$ cat config.mk
export PLATFORM = sky130hd
export DESIGN_NAME = byte_ring_buffer_fifo
export DESIGN_NICKNAME = d
export VERILOG_FILES = /design/src/rtl/brbf_pkg.sv /design/src/rtl/byte_ring_buffer_fifo.sv
export SDC_FILE = /design/constraint.sdc
export NUM_CORES = 1
export LEC_CHECK = 0
export ABC_AREA = 1
export BUFFER_PORTS_ARGS = -buffer_cell sky130_fd_sc_hd__buf_2
export CAP_MARGIN = 20
export CORE_MARGIN = 2
export CORE_UTILIZATION = 28
export DETAILED_ROUTE_END_ITERATION = 8
export PLACE_DENSITY = 0.53
export SYNTH_ARGS = -nofsm -noshare
export SYNTH_HDL_FRONTEND = slang
export SYNTH_SLANG_ARGS = --single-unit
$ cat constraint.sdc
create_clock -name clk -period 9.7 [get_ports clk]
set_input_delay 0.97 -clock clk [delete_from_list [all_inputs] [get_ports clk]]
set_output_delay 0.97 -clock clk [all_outputs]
set_load 0.05 [all_outputs]
$ cat src/rtl/brbf_pkg.sv
package brbf_pkg;

    // fixed field widths
    localparam int DATA_W  = 8;
    localparam int CAP_W   = 7;
    localparam int COUNT_W = 7;
    localparam int FREE_W  = 6;

    // smallest capacity the register accepts
    localparam int CAP_MIN = 2;

    typedef enum logic [1:0] {
        OP_WRITE = 2'd0,
        OP_READ  = 2'd1,
        OP_PEEK  = 2'd2,
        OP_SKIP  = 2'd3
    } opcode_t;

    typedef enum logic [1:0] {
        ST_IDLE,
        ST_READ,
        ST_PEEK
    } state_t;

endpackage

$ cat src/rtl/byte_ring_buffer_fifo.sv
// Byte FIFO on a circular store of DEPTH bytes that keeps one slot empty, so
// capacity minus one bytes are usable. Each input word is one operation: write,
// read, peek or skip. Write and skip finish in the idle state, a read passes
// through ST_READ (the store has a registered read port); a peek uses ST_PEEK, one
// store read per byte with the next read overlapped with each output word. The
// block takes no new word while a read or peek is in progress. A result word
// sits in an output register, so a new operation is accepted in the same cycle
// that the previous result is taken. Writing the capacity register clears both
// pointers; capacity is clamped to the range 2 to DEPTH.
module byte_ring_buffer_fifo #(
    parameter int DEPTH = 64
) (
    input  logic                         clk,
    input  logic                         rst_n,
    input  logic                         cfg_valid,
    output logic                         cfg_ready,
    input  logic [brbf_pkg::CAP_W-1:0]   capacity,
    input  logic                         in_valid,
    output logic                         in_stall,
    input  logic [1:0]                   opcode,
    input  logic [brbf_pkg::DATA_W-1:0]  byte_in,
    input  logic [brbf_pkg::COUNT_W-1:0] count,
    output logic                         out_valid,
    input  logic                         out_stall,
    output logic [brbf_pkg::DATA_W-1:0]  data_out,
    output logic                         data_valid,
    output logic                         ok,
    output logic [brbf_pkg::COUNT_W-1:0] done_count,
    output logic [brbf_pkg::FREE_W-1:0]  free_space,
    output logic                         is_empty,
    output logic                         last
);
    import brbf_pkg::*;

    localparam int PW = $clog2(DEPTH);
    localparam int CW = $clog2(DEPTH + 1);

    state_t              state_reg, state_next;
    logic [CW-1:0]       cap_reg, cap_next;
    logic [PW-1:0]       rp_reg, rp_next;
    logic [PW-1:0]       wp_reg, wp_next;
    logic [PW-1:0]       pk_ptr_reg, pk_ptr_next;
    logic [CW-1:0]       pk_n_reg, pk_n_next;
    logic [CW-1:0]       pk_idx_reg, pk_idx_next;
    logic                pk_ok_reg, pk_ok_next;

    logic                out_valid_reg, out_valid_next;
    logic [DATA_W-1:0]   out_data_reg, out_data_next;
    logic                out_dv_reg, out_dv_next;
    logic                out_ok_reg, out_ok_next;
    logic [COUNT_W-1:0]  out_done_reg, out_done_next;
    logic                out_last_reg, out_last_next;

    logic [DATA_W-1:0]   mem [DEPTH];
    logic [DATA_W-1:0]   rd_data_reg;
    logic                mem_wr;
    logic                mem_rd;
    logic [PW-1:0]       rd_addr;

    logic                out_free;
    logic                accept;
    logic                empty;
    logic [CW-1:0]       used;
    logic [CW-1:0]       avail_n;
    logic                req_ok;
    logic [CW:0]         skip_sum;
    logic [PW-1:0]       rp_skip;
    logic [CW-1:0]       cap_clamped;
    logic                pk_last;
    opcode_t             op;

    // advance a pointer by one slot, wrapping at capacity
    function automatic logic [PW-1:0] step_ptr(input logic [PW-1:0] p,
                                               input logic [CW-1:0] cap);
        logic [CW-1:0] inc;
        inc = CW'(p) + CW'(1);
        return (inc >= cap) ? '0 : PW'(inc);
    endfunction

    // handshake; a register write waits until the result word is free or being taken
    assign out_free  = !out_valid_reg || !out_stall;
    assign cfg_ready = (state_reg == ST_IDLE) && out_free;
    assign in_stall  = !((state_reg == ST_IDLE) && out_free && !cfg_valid);
    assign accept    = in_valid && !in_stall;
    assign op        = opcode_t'(opcode);

    // fill level and derived limits
    assign empty    = (rp_reg == wp_reg);
    assign used     = (wp_reg >= rp_reg) ? CW'(wp_reg) - CW'(rp_reg)
                                         : CW'(wp_reg) + cap_reg - CW'(rp_reg);
    assign req_ok   = (count <= COUNT_W'(used));
    assign avail_n  = req_ok ? CW'(count) : used;
    assign skip_sum = (CW+1)'(rp_reg) + (CW+1)'(avail_n);
    assign rp_skip  = (skip_sum >= (CW+1)'(cap_reg)) ? PW'(skip_sum - (CW+1)'(cap_reg))
                                                    : PW'(skip_sum);
    assign pk_last  = ((pk_idx_reg + CW'(1)) == pk_n_reg);

    // capacity clamp
    assign cap_clamped = (capacity < CAP_W'(CAP_MIN)) ? CW'(CAP_MIN) :
                         (capacity > CAP_W'(DEPTH))   ? CW'(DEPTH)   : CW'(capacity);

    // next state
    always_comb
    begin
        state_next = state_reg;
        case (state_reg)
            ST_IDLE:
            begin
                if (accept) begin
                    if (op == OP_READ && !empty)
                        state_next = ST_READ;
                    else if (op == OP_PEEK && avail_n != '0)
                        state_next = ST_PEEK;
                end
            end
            ST_READ:
                state_next = ST_IDLE;
            ST_PEEK:
            begin
                if (out_free && pk_last)
                    state_next = ST_IDLE;
            end
            default:
                state_next = ST_IDLE;
        endcase
    end

    // datapath control and result words
    always_comb
    begin
        cap_next       = cap_reg;
        rp_next        = rp_reg;
        wp_next        = wp_reg;
        pk_ptr_next    = pk_ptr_reg;
        pk_n_next      = pk_n_reg;
        pk_idx_next    = pk_idx_reg;
        pk_ok_next     = pk_ok_reg;
        out_valid_next = out_valid_reg && out_stall;
        out_data_next  = out_data_reg;
        out_dv_next    = out_dv_reg;
        out_ok_next    = out_ok_reg;
        out_done_next  = out_done_reg;
        out_last_next  = out_last_reg;
        mem_wr         = 1'b0;
        mem_rd         = 1'b0;
        rd_addr        = rp_reg;

        // capacity write clears the pointers
        if (cfg_valid && cfg_ready) begin
            cap_next = cap_clamped;
            rp_next  = '0;
            wp_next  = '0;
        end

        case (state_reg)
            ST_IDLE:
            begin
                if (accept) begin
                    case (op)
                        OP_WRITE:
                        begin
                            out_valid_next = 1'b1;
                            out_data_next  = '0;
                            out_dv_next    = 1'b0;
                            out_done_next  = '0;
                            out_last_next  = 1'b1;
                            out_ok_next    = (step_ptr(wp_reg, cap_reg) != rp_reg);
                            if (step_ptr(wp_reg, cap_reg) != rp_reg) begin
                                mem_wr  = 1'b1;
                                wp_next = step_ptr(wp_reg, cap_reg);
                            end
                        end
                        OP_READ:
                        begin
                            if (!empty) begin
                                mem_rd  = 1'b1;
                                rp_next = step_ptr(rp_reg, cap_reg);
                            end else begin
                                out_valid_next = 1'b1;
                                out_data_next  = '0;
                                out_dv_next    = 1'b0;
                                out_ok_next    = 1'b0;
                                out_done_next  = '0;
                                out_last_next  = 1'b1;
                            end
                        end
                        OP_PEEK:
                        begin
                            if (avail_n == '0) begin
                                out_valid_next = 1'b1;
                                out_data_next  = '0;
                                out_dv_next    = 1'b0;
                                out_ok_next    = req_ok;
                                out_done_next  = '0;
                                out_last_next  = 1'b1;
                            end else begin
                                mem_rd      = 1'b1;
                                pk_ptr_next = step_ptr(rp_reg, cap_reg);
                                pk_n_next   = avail_n;
                                pk_idx_next = '0;
                                pk_ok_next  = req_ok;
                            end
                        end
                        OP_SKIP:
                        begin
                            rp_next        = rp_skip;
                            out_valid_next = 1'b1;
                            out_data_next  = '0;
                            out_dv_next    = 1'b0;
                            out_ok_next    = req_ok;
                            out_done_next  = COUNT_W'(avail_n);
                            out_last_next  = 1'b1;
                        end
                        default:
                        begin
                            out_valid_next = out_valid_reg && out_stall;
                        end
                    endcase
                end
            end
            ST_READ:
            begin
                // output slot is free: it was free or taken when the read was accepted
                out_valid_next = 1'b1;
                out_data_next  = rd_data_reg;
                out_dv_next    = 1'b1;
                out_ok_next    = 1'b1;
                out_done_next  = '0;
                out_last_next  = 1'b1;
            end
            ST_PEEK:
            begin
                if (out_free) begin
                    out_valid_next = 1'b1;
                    out_data_next  = rd_data_reg;
                    out_dv_next    = 1'b1;
                    out_ok_next    = pk_ok_reg;
                    out_done_next  = COUNT_W'(pk_idx_reg + CW'(1));
                    out_last_next  = pk_last;
                    pk_idx_next    = pk_idx_reg + CW'(1);
                    // fetch the next byte while this one goes out
                    if (!pk_last) begin
                        mem_rd      = 1'b1;
                        rd_addr     = pk_ptr_reg;
                        pk_ptr_next = step_ptr(pk_ptr_reg, cap_reg);
                    end
                end
            end
            default:
            begin
                out_valid_next = out_valid_reg && out_stall;
            end
        endcase
    end

    // byte store with registered read
    always_ff @(posedge clk)
    begin
        if (mem_wr)
            mem[wp_reg] <= byte_in;
        if (mem_rd)
            rd_data_reg <= mem[rd_addr];
    end

    // control registers
    always_ff @(posedge clk or negedge rst_n)
    begin
        if (!rst_n) begin
            state_reg     <= ST_IDLE;
            cap_reg       <= CW'(DEPTH);
            rp_reg        <= '0;
            wp_reg        <= '0;
            pk_ptr_reg    <= '0;
            pk_n_reg      <= '0;
            pk_idx_reg    <= '0;
            pk_ok_reg     <= 1'b0;
            out_valid_reg <= 1'b0;
        end else begin
            state_reg     <= state_next;
            cap_reg       <= cap_next;
            rp_reg        <= rp_next;
            wp_reg        <= wp_next;
            pk_ptr_reg    <= pk_ptr_next;
            pk_n_reg      <= pk_n_next;
            pk_idx_reg    <= pk_idx_next;
            pk_ok_reg     <= pk_ok_next;
            out_valid_reg <= out_valid_next;
        end
    end

    // result word payload
    always_ff @(posedge clk)
    begin
        out_data_reg <= out_data_next;
        out_dv_reg   <= out_dv_next;
        out_ok_reg   <= out_ok_next;
        out_done_reg <= out_done_next;
        out_last_reg <= out_last_next;
    end

    // outputs; fill status follows the pointers, which hold while a word waits
    assign out_valid  = out_valid_reg;
    assign data_out   = out_data_reg;
    assign data_valid = out_dv_reg;
    assign ok         = out_ok_reg;
    assign done_count = out_done_reg;
    assign last       = out_last_reg;
    assign free_space = FREE_W'(cap_reg - CW'(1) - used);
    assign is_empty   = empty;

endmodule

==> impl_metrics.ini, run 1 <==
[run_status]
run_status = finished clean

[worst_hold_path]
hold_path_class = primary input to async pin

[yosys]
syn_nets = 3126
synth-seq-area-share_pct = 59.8
yosysTopAreaCell = edfxtp_1
syn_avg_cell_area_um2 = 9.56
yosys_warnings = 0
synth.distinct_cells = 45
synthCells = 3014
ys_ff_latch = 581
netlist_area_um2 = 28800
synthTopCellsByArea = edfxtp_1, nand3_1, nand2_1
netlist.area_leader.share_pct = 56.1

[final_layout]
drive_above_1_share_pct = 6.40
largest_reg_flops = 512
syn_to_final_growth_pct = 11.7
multiInputGateArea_um2 = 8680
regArea_um2 = 17200
num-fill-cells = 10600
nets = 3144

[sta]
drv_slew = 0
worst_pin_slew_ns = 1.14
post-route-period-util_pct = 71.2
maxSlewHeadroom_pct = 23.6
skew_ns = 0.0207
rsz0062_at_grt = false
layout_min_cycle_time_ns = 6.91
hold_violations = 0
final.setup.tns_ns = 0
setup_violations = 0
max_freq_ghz = 0.145

[route]
drt_first_pass_iters = 7
wirelength_um = 79900
met3_length_um = 4050
drt_iter0_markers = 1693
viasPerCell = 4.57
drt-met1-wl_um = 35800
ant_nets = 0
top_layer = met4
wl_per_cell_um = 18.0
via_count = 20300
wl_met2_um = 38300
detail_route.drc_violations = 0

[global_routing]
grt_remaining_overflow = 0
grt_max_degree = 93
grt_pass1_wl_um = 121000
grt_pass1_vias = 19300
antenna_found_initial = 1
grtUsageTotal_pct = 14.8

[floorplan]
core-area_um2 = 102000
die_h_um = 325
die-area_um2 = 106000
num_rows = 117
die-width_um = 325
num_io_pins = 57
start_util_pct = 28.3

[critical_path]
worstSetupPathType = flip-flop to flip-flop
slowest_delay_ns = 0.77
crit_required_ns = 10.20
crit_top_cell = nand2_1
critPathMaxFanout = 14
path_buf_inv = 6
startpoint_type = flip-flop
worstPathArrival_ns = 7.41
end_kind = flip-flop
crit_slowest_cell = a21oi_1
crit_family = compound AO/OA/AOI/OAI gates

[cts]
clock_latency_ns = 0.64
ctsHoldBuffers = 0
ctsLongestPathBuffers = 3
post_cts_buffers = 0
cts_buffers = 58
clock-sinks = 581
clkTransAtPathRegs_ns = 0.06
post_cts_resized = 0
cts_tree = yes
h-tree-depth = 2
cts-root-buf = clkbuf_16

[placement]
portBuffers = 56
dpl.hpwl_um = 48600
place_congestion = 0.886

[flow_run]
maxCapViolCount = 0
cell families after synthesis:
logic type      share of synthesized area (%)
compound gates                           3.22
xor+xnor                                 1.19
buf+inv                                  10.3
flops                                    59.8
simple gates                             21.7
fa+ha+maj                                3.86
final cells by class:
cell class	instances	area share, %
multi-input cells	1709	27.0
inverters	598	6.97
well taps	1368	5.32
diodes	1	0.00777
repair buffers	84	1.55
clock buffers	68	4.62
flip-flops and latches	581	53.5
clock inverters	40	1.05
cells in the mapped netlist (all sizes together):
library cell	n
a211oi	3
xnor2	13
fa	10
a21oi	50
dfstp	1
and2	1
inv	593
nand4	15
a21o	2
clkbuf	23
a31oi	6
edfxtp	538
a32oi	1
a32o	1
xor2	26
o21ai	71
nor3	3
nor3b	2
o21a	6
dfrtp	42
o22ai	6
clkinv	5
nand3	593
nand2	692
o31ai	4
o21bai	1
buf	103
and3	1
ha	73
nand3b	1
o211ai	11
nor2	117
placed cells by master (no fill, tap or decap), types with 3 or more instances in the layout:
cell	synthesis	layout
nand2_1	686	685
inv_1	592	592
nand3_1	588	587
edfxtp_1	538	538
nor2_1	111	111
ha_1	73	73
clkbuf_16	0	58
buf_2	65	56
o21ai_0	51	51
a21oi_1	50	50
dfrtp_1	42	42
buf_4	26	27
xor2_1	26	26
clkinv_1	5	21
nand4_1	14	14
clkinv_2	0	14
xnor2_1	13	13
o21ai_1	13	12
o211ai_1	11	11
fa_1	10	10
clkbuf_1	23	10
o21ai_2	7	6
o22ai_1	6	6
o21a_1	6	6
nor2_2	5	5
nand3_2	4	5
a31oi_1	6	5
o31ai_1	4	4
bufinv_16	0	4
a211oi_1	3	3
nor3_1	3	3
nand2_2	4	3
inv_6	0	3
final timing paths:
path	from	endpoint	slack, ns	cells past startpoint
worst max-delay path	wp_reg[0]	rp_reg[1]	2.79	36
worst min register to register	pk_ok_reg	pk_ok_reg	0.49	1
worst min-delay path	rst_n	pk_n_reg[0]	0.44	2
max in group asynchronous	rst_n	wp_reg[0]	8.80	2
min in group clk	pk_ok_reg	pk_ok_reg	0.49	1
worst max register to register	wp_reg[0]	rp_reg[1]	2.79	36
routing by layer:
metal,vias to the layer above,global-route usage [%]
met3,98,1.74
met5,-,0
met1,9790,20.3
met2,522,24.8
met4,0,3.94
li1,9904,-
metrics by stage:
step	setup slack (ns)	hold WS [ns]	util [%]	area, um2	instances
6_report	2.79	0.439	31.6	32200	4449
5_1_grt	1.98	0.473	31.6	32200	4448
4_1_cts	2.82	0.453	31.6	32200	4448
3_5_place_dp	2.81	0.482	29.8	30400	4340
3_3_place_gp	2.94	0.477	29.8	30400	4339
2_1_floorplan	3.92	0.464	-	28800	3014
Power of run 1 is left out: the tool's default activity adds up to more than one toggle a clock period on the data nets, which glitch-free logic cannot reach.
==> run 2: changes to the inputs <==
--- a/config.mk
+++ b/config.mk
@@ -5,13 +5,13 @@
 export SDC_FILE = /design/constraint.sdc
 export NUM_CORES = 1
 export LEC_CHECK = 0
-export ABC_AREA = 1
+export ABC_AREA = 0
 export BUFFER_PORTS_ARGS = -buffer_cell sky130_fd_sc_hd__buf_2
 export CAP_MARGIN = 20
 export CORE_MARGIN = 2
 export CORE_UTILIZATION = 28
 export DETAILED_ROUTE_END_ITERATION = 8
-export PLACE_DENSITY = 0.53
+export PLACE_DENSITY = 0.54
 export SYNTH_ARGS = -nofsm -noshare
 export SYNTH_HDL_FRONTEND = slang
 export SYNTH_SLANG_ARGS = --single-unit
==> constraint.sdc (replaced) <==
create_clock -name clk -period 5.7 [get_ports clk]
set_input_delay 0.57 -clock clk [delete_from_list [all_inputs] [get_ports clk]]
set_output_delay 0.57 -clock clk [all_outputs]
set_load 0.05 [all_outputs]
==> run 2 against run 1 <==
  * The run now ends with setup timing left
  * Utilization increased by 2.2 points
  * Fmax increased by 20%
  * Via count decreased by 14%
  * Wire length decreased by 9.8%
  * Critical endpoint is now rp_reg[0]
==> impl_metrics.ini, run 2 <==
[run_status]
run_status = finished with violations
violations = setup timing

[yosys]
synthCells = 2074
yosys_warnings = 0
synth_edf_count = 538
netlist.area_leader.share_pct = 61.8
synth-seq-area-share_pct = 65.9
ys_ff_latch = 581
syn_nets = 2186
yosys_most_used_dff = edfxtp_1
synth.distinct_cells = 71
yosysTopAreaCell = edfxtp_1
syn_avg_cell_area_um2 = 12.6
netlist_top_cells_count = edfxtp_1, nand2_1, nand3_1
synthTopCellsByArea = edfxtp_1, nand2_1, dfrtp_1
yosysMostFrequentCell = edfxtp_1
netlist_area_um2 = 26200
synth-async-reset-ratio_pct = 7.40

[global_routing]
grt_pass1_vias = 17300
antenna_found_initial = 0
grt_pass1_wl_um = 108000
grt_remaining_overflow = 0
grt_max_degree = 119
grtUsageTotal_pct = 14.8

[floorplan]
num_io_pins = 57
die_h_um = 310
num_rows = 112
core-area_um2 = 92900
die-area_um2 = 95900
die-width_um = 310
start_util_pct = 28.1

[route]
ant_nets = 0
drt_first_pass_iters = 5
via_count = 17500
met3_length_um = 3560
wirelength_um = 72100
drt-met1-wl_um = 31500
wl_per_cell_um = 20.1
top_layer = met4
viasPerCell = 4.86
detail_route.drc_violations = 0
drt_iter0_markers = 1462
wl_met2_um = 35500

[placement]
place_congestion = 0.864
portBuffers = 56
post-place-ws_ns = -0.435
postPlaceCellArea_um2 = 29100
dpl.hpwl_um = 45300

[sta]
worst_pin_slew_ns = 0.992
post-route-period-util_pct = 101
skew_ns = 0.0461
setup_violations = 6
drv_slew = 0
hold_violations = 0
maxSlewHeadroom_pct = 32.0
max_freq_ghz = 0.173
layout_min_cycle_time_ns = 5.77
rsz0062_at_grt = true
fin_ws_ns = -0.0738

[worst_hold_path]
hold_path_class = primary input to async pin

[critical_path]
slowest_delay_ns = 0.58
crit_slowest_cell = fa_1
reg2reg_depth = 31
worstPathArrival_ns = 6.27
critPathLaunch = wp_reg[1]
rr_startpoint = wp_reg[1]
worstSetupPathType = flip-flop to flip-flop
critPathMaxFanout = 6
crit_required_ns = 6.19
crit_top_cell = a21oi_2
startpoint_type = flip-flop
end_kind = flip-flop

[final_layout]
largest_reg_flops = 512
most-common-layout-cells = edfxtp_1, nand2_1, nand3_1
design_area_um2 = 31400
drive_above_1_share_pct = 19.5
layout_commonest_cell = edfxtp_1
num_antenna_cells = 0
num-fill-cells = 9064
nets = 2402
syn_to_final_growth_pct = 20.1

[cts]
cts_tree = yes
clock-sinks = 581
cts_buffers = 58
cts-root-buf = clkbuf_16
ctsLongestPathBuffers = 3
h-tree-depth = 2
clock_latency_ns = 0.65
clkTransAtPathRegs_ns = 0.06

[flow_run]
maxCapViolCount = 0
-- run 2: layout make-up --
class	instances	area, um2	share of cell area (%)
repair buffers	264	1890	6.03
clock buffers	66	1480	4.72
well taps	1254	1570	4.99
clock inverters	42	465	1.48
multi-input cells	1315	8500	27.1
inverters	70	270	0.860
flip-flops and latches	581	17200	54.9
-- run 2: metal layers --
layer	vias up	track usage, %
li1	8125	-
met1	8799	19.9
met2	428	25.1
met3	105	2.15
met4	0	3.89
met5	-	0
-- run 2: worst max-delay path, delay by kind of cell, from the launching register on --
kind | cells | cell delay (ns)
compound gates | 14 | 2.18
fa+ha+maj | 5 | 1.66
simple gates | 5 | 0.53
flops | 1 | 0.36
buf+inv | 4 | 0.36
xor+xnor | 2 | 0.32
mux | 1 | 0.25
-- run 2: kinds of logic (layout without fill, tap and decap cells) --
group           count (synthesis)  after routing  synth area share (%)
compound gates                292            293                  7.97
simple gates                  796            796                  13.4
xor+xnor                       45             45                  1.62
flops                         581            581                  65.9
buf+inv                       179            442                  2.91
mux                            98             98                  3.91
fa+ha+maj                      83             83                  4.26
-- run 2: path summary, 6_finish.rpt --
check | endpoint | slack (ns)
max | rp_reg[0] | -0.07
min | pk_ptr_reg[5] | 0.06
max reg2reg | rp_reg[0] | -0.07
min reg2reg | cap_reg[5] | 0.50
max in group asynchronous | wp_reg[1] | 5.16
min in group clk | cap_reg[5] | 0.24
-- run 2: through the flow --
step | setup TNS [ns] | hold slack (ns) | cells | util (%)
after floorplan | -0.576 | 0.274 | 2074 | -
after global placement | -2.05 | 0.473 | 3428 | 31.1
after detailed placement | -2.50 | 0.495 | 3451 | 31.3
after CTS | -0.430 | 0.0607 | 3566 | 33.5
after global routing | -2.18 | 0.0908 | 3592 | 33.8
final | -0.336 | 0.0588 | 3592 | 33.8
-- run 2: repair_timing --
item / in CTS / in global routing
endpoints found under the hold margin: 0 / 0
hold buffers: 0 / 0
pin swaps: 24 / 9
setup buffers: 6 / 3
resized for setup: 24 / 23
endpoints found under the setup margin: 6 / 6
gates cloned: 1 / 0
Power of run 2 is left out for the same reason.
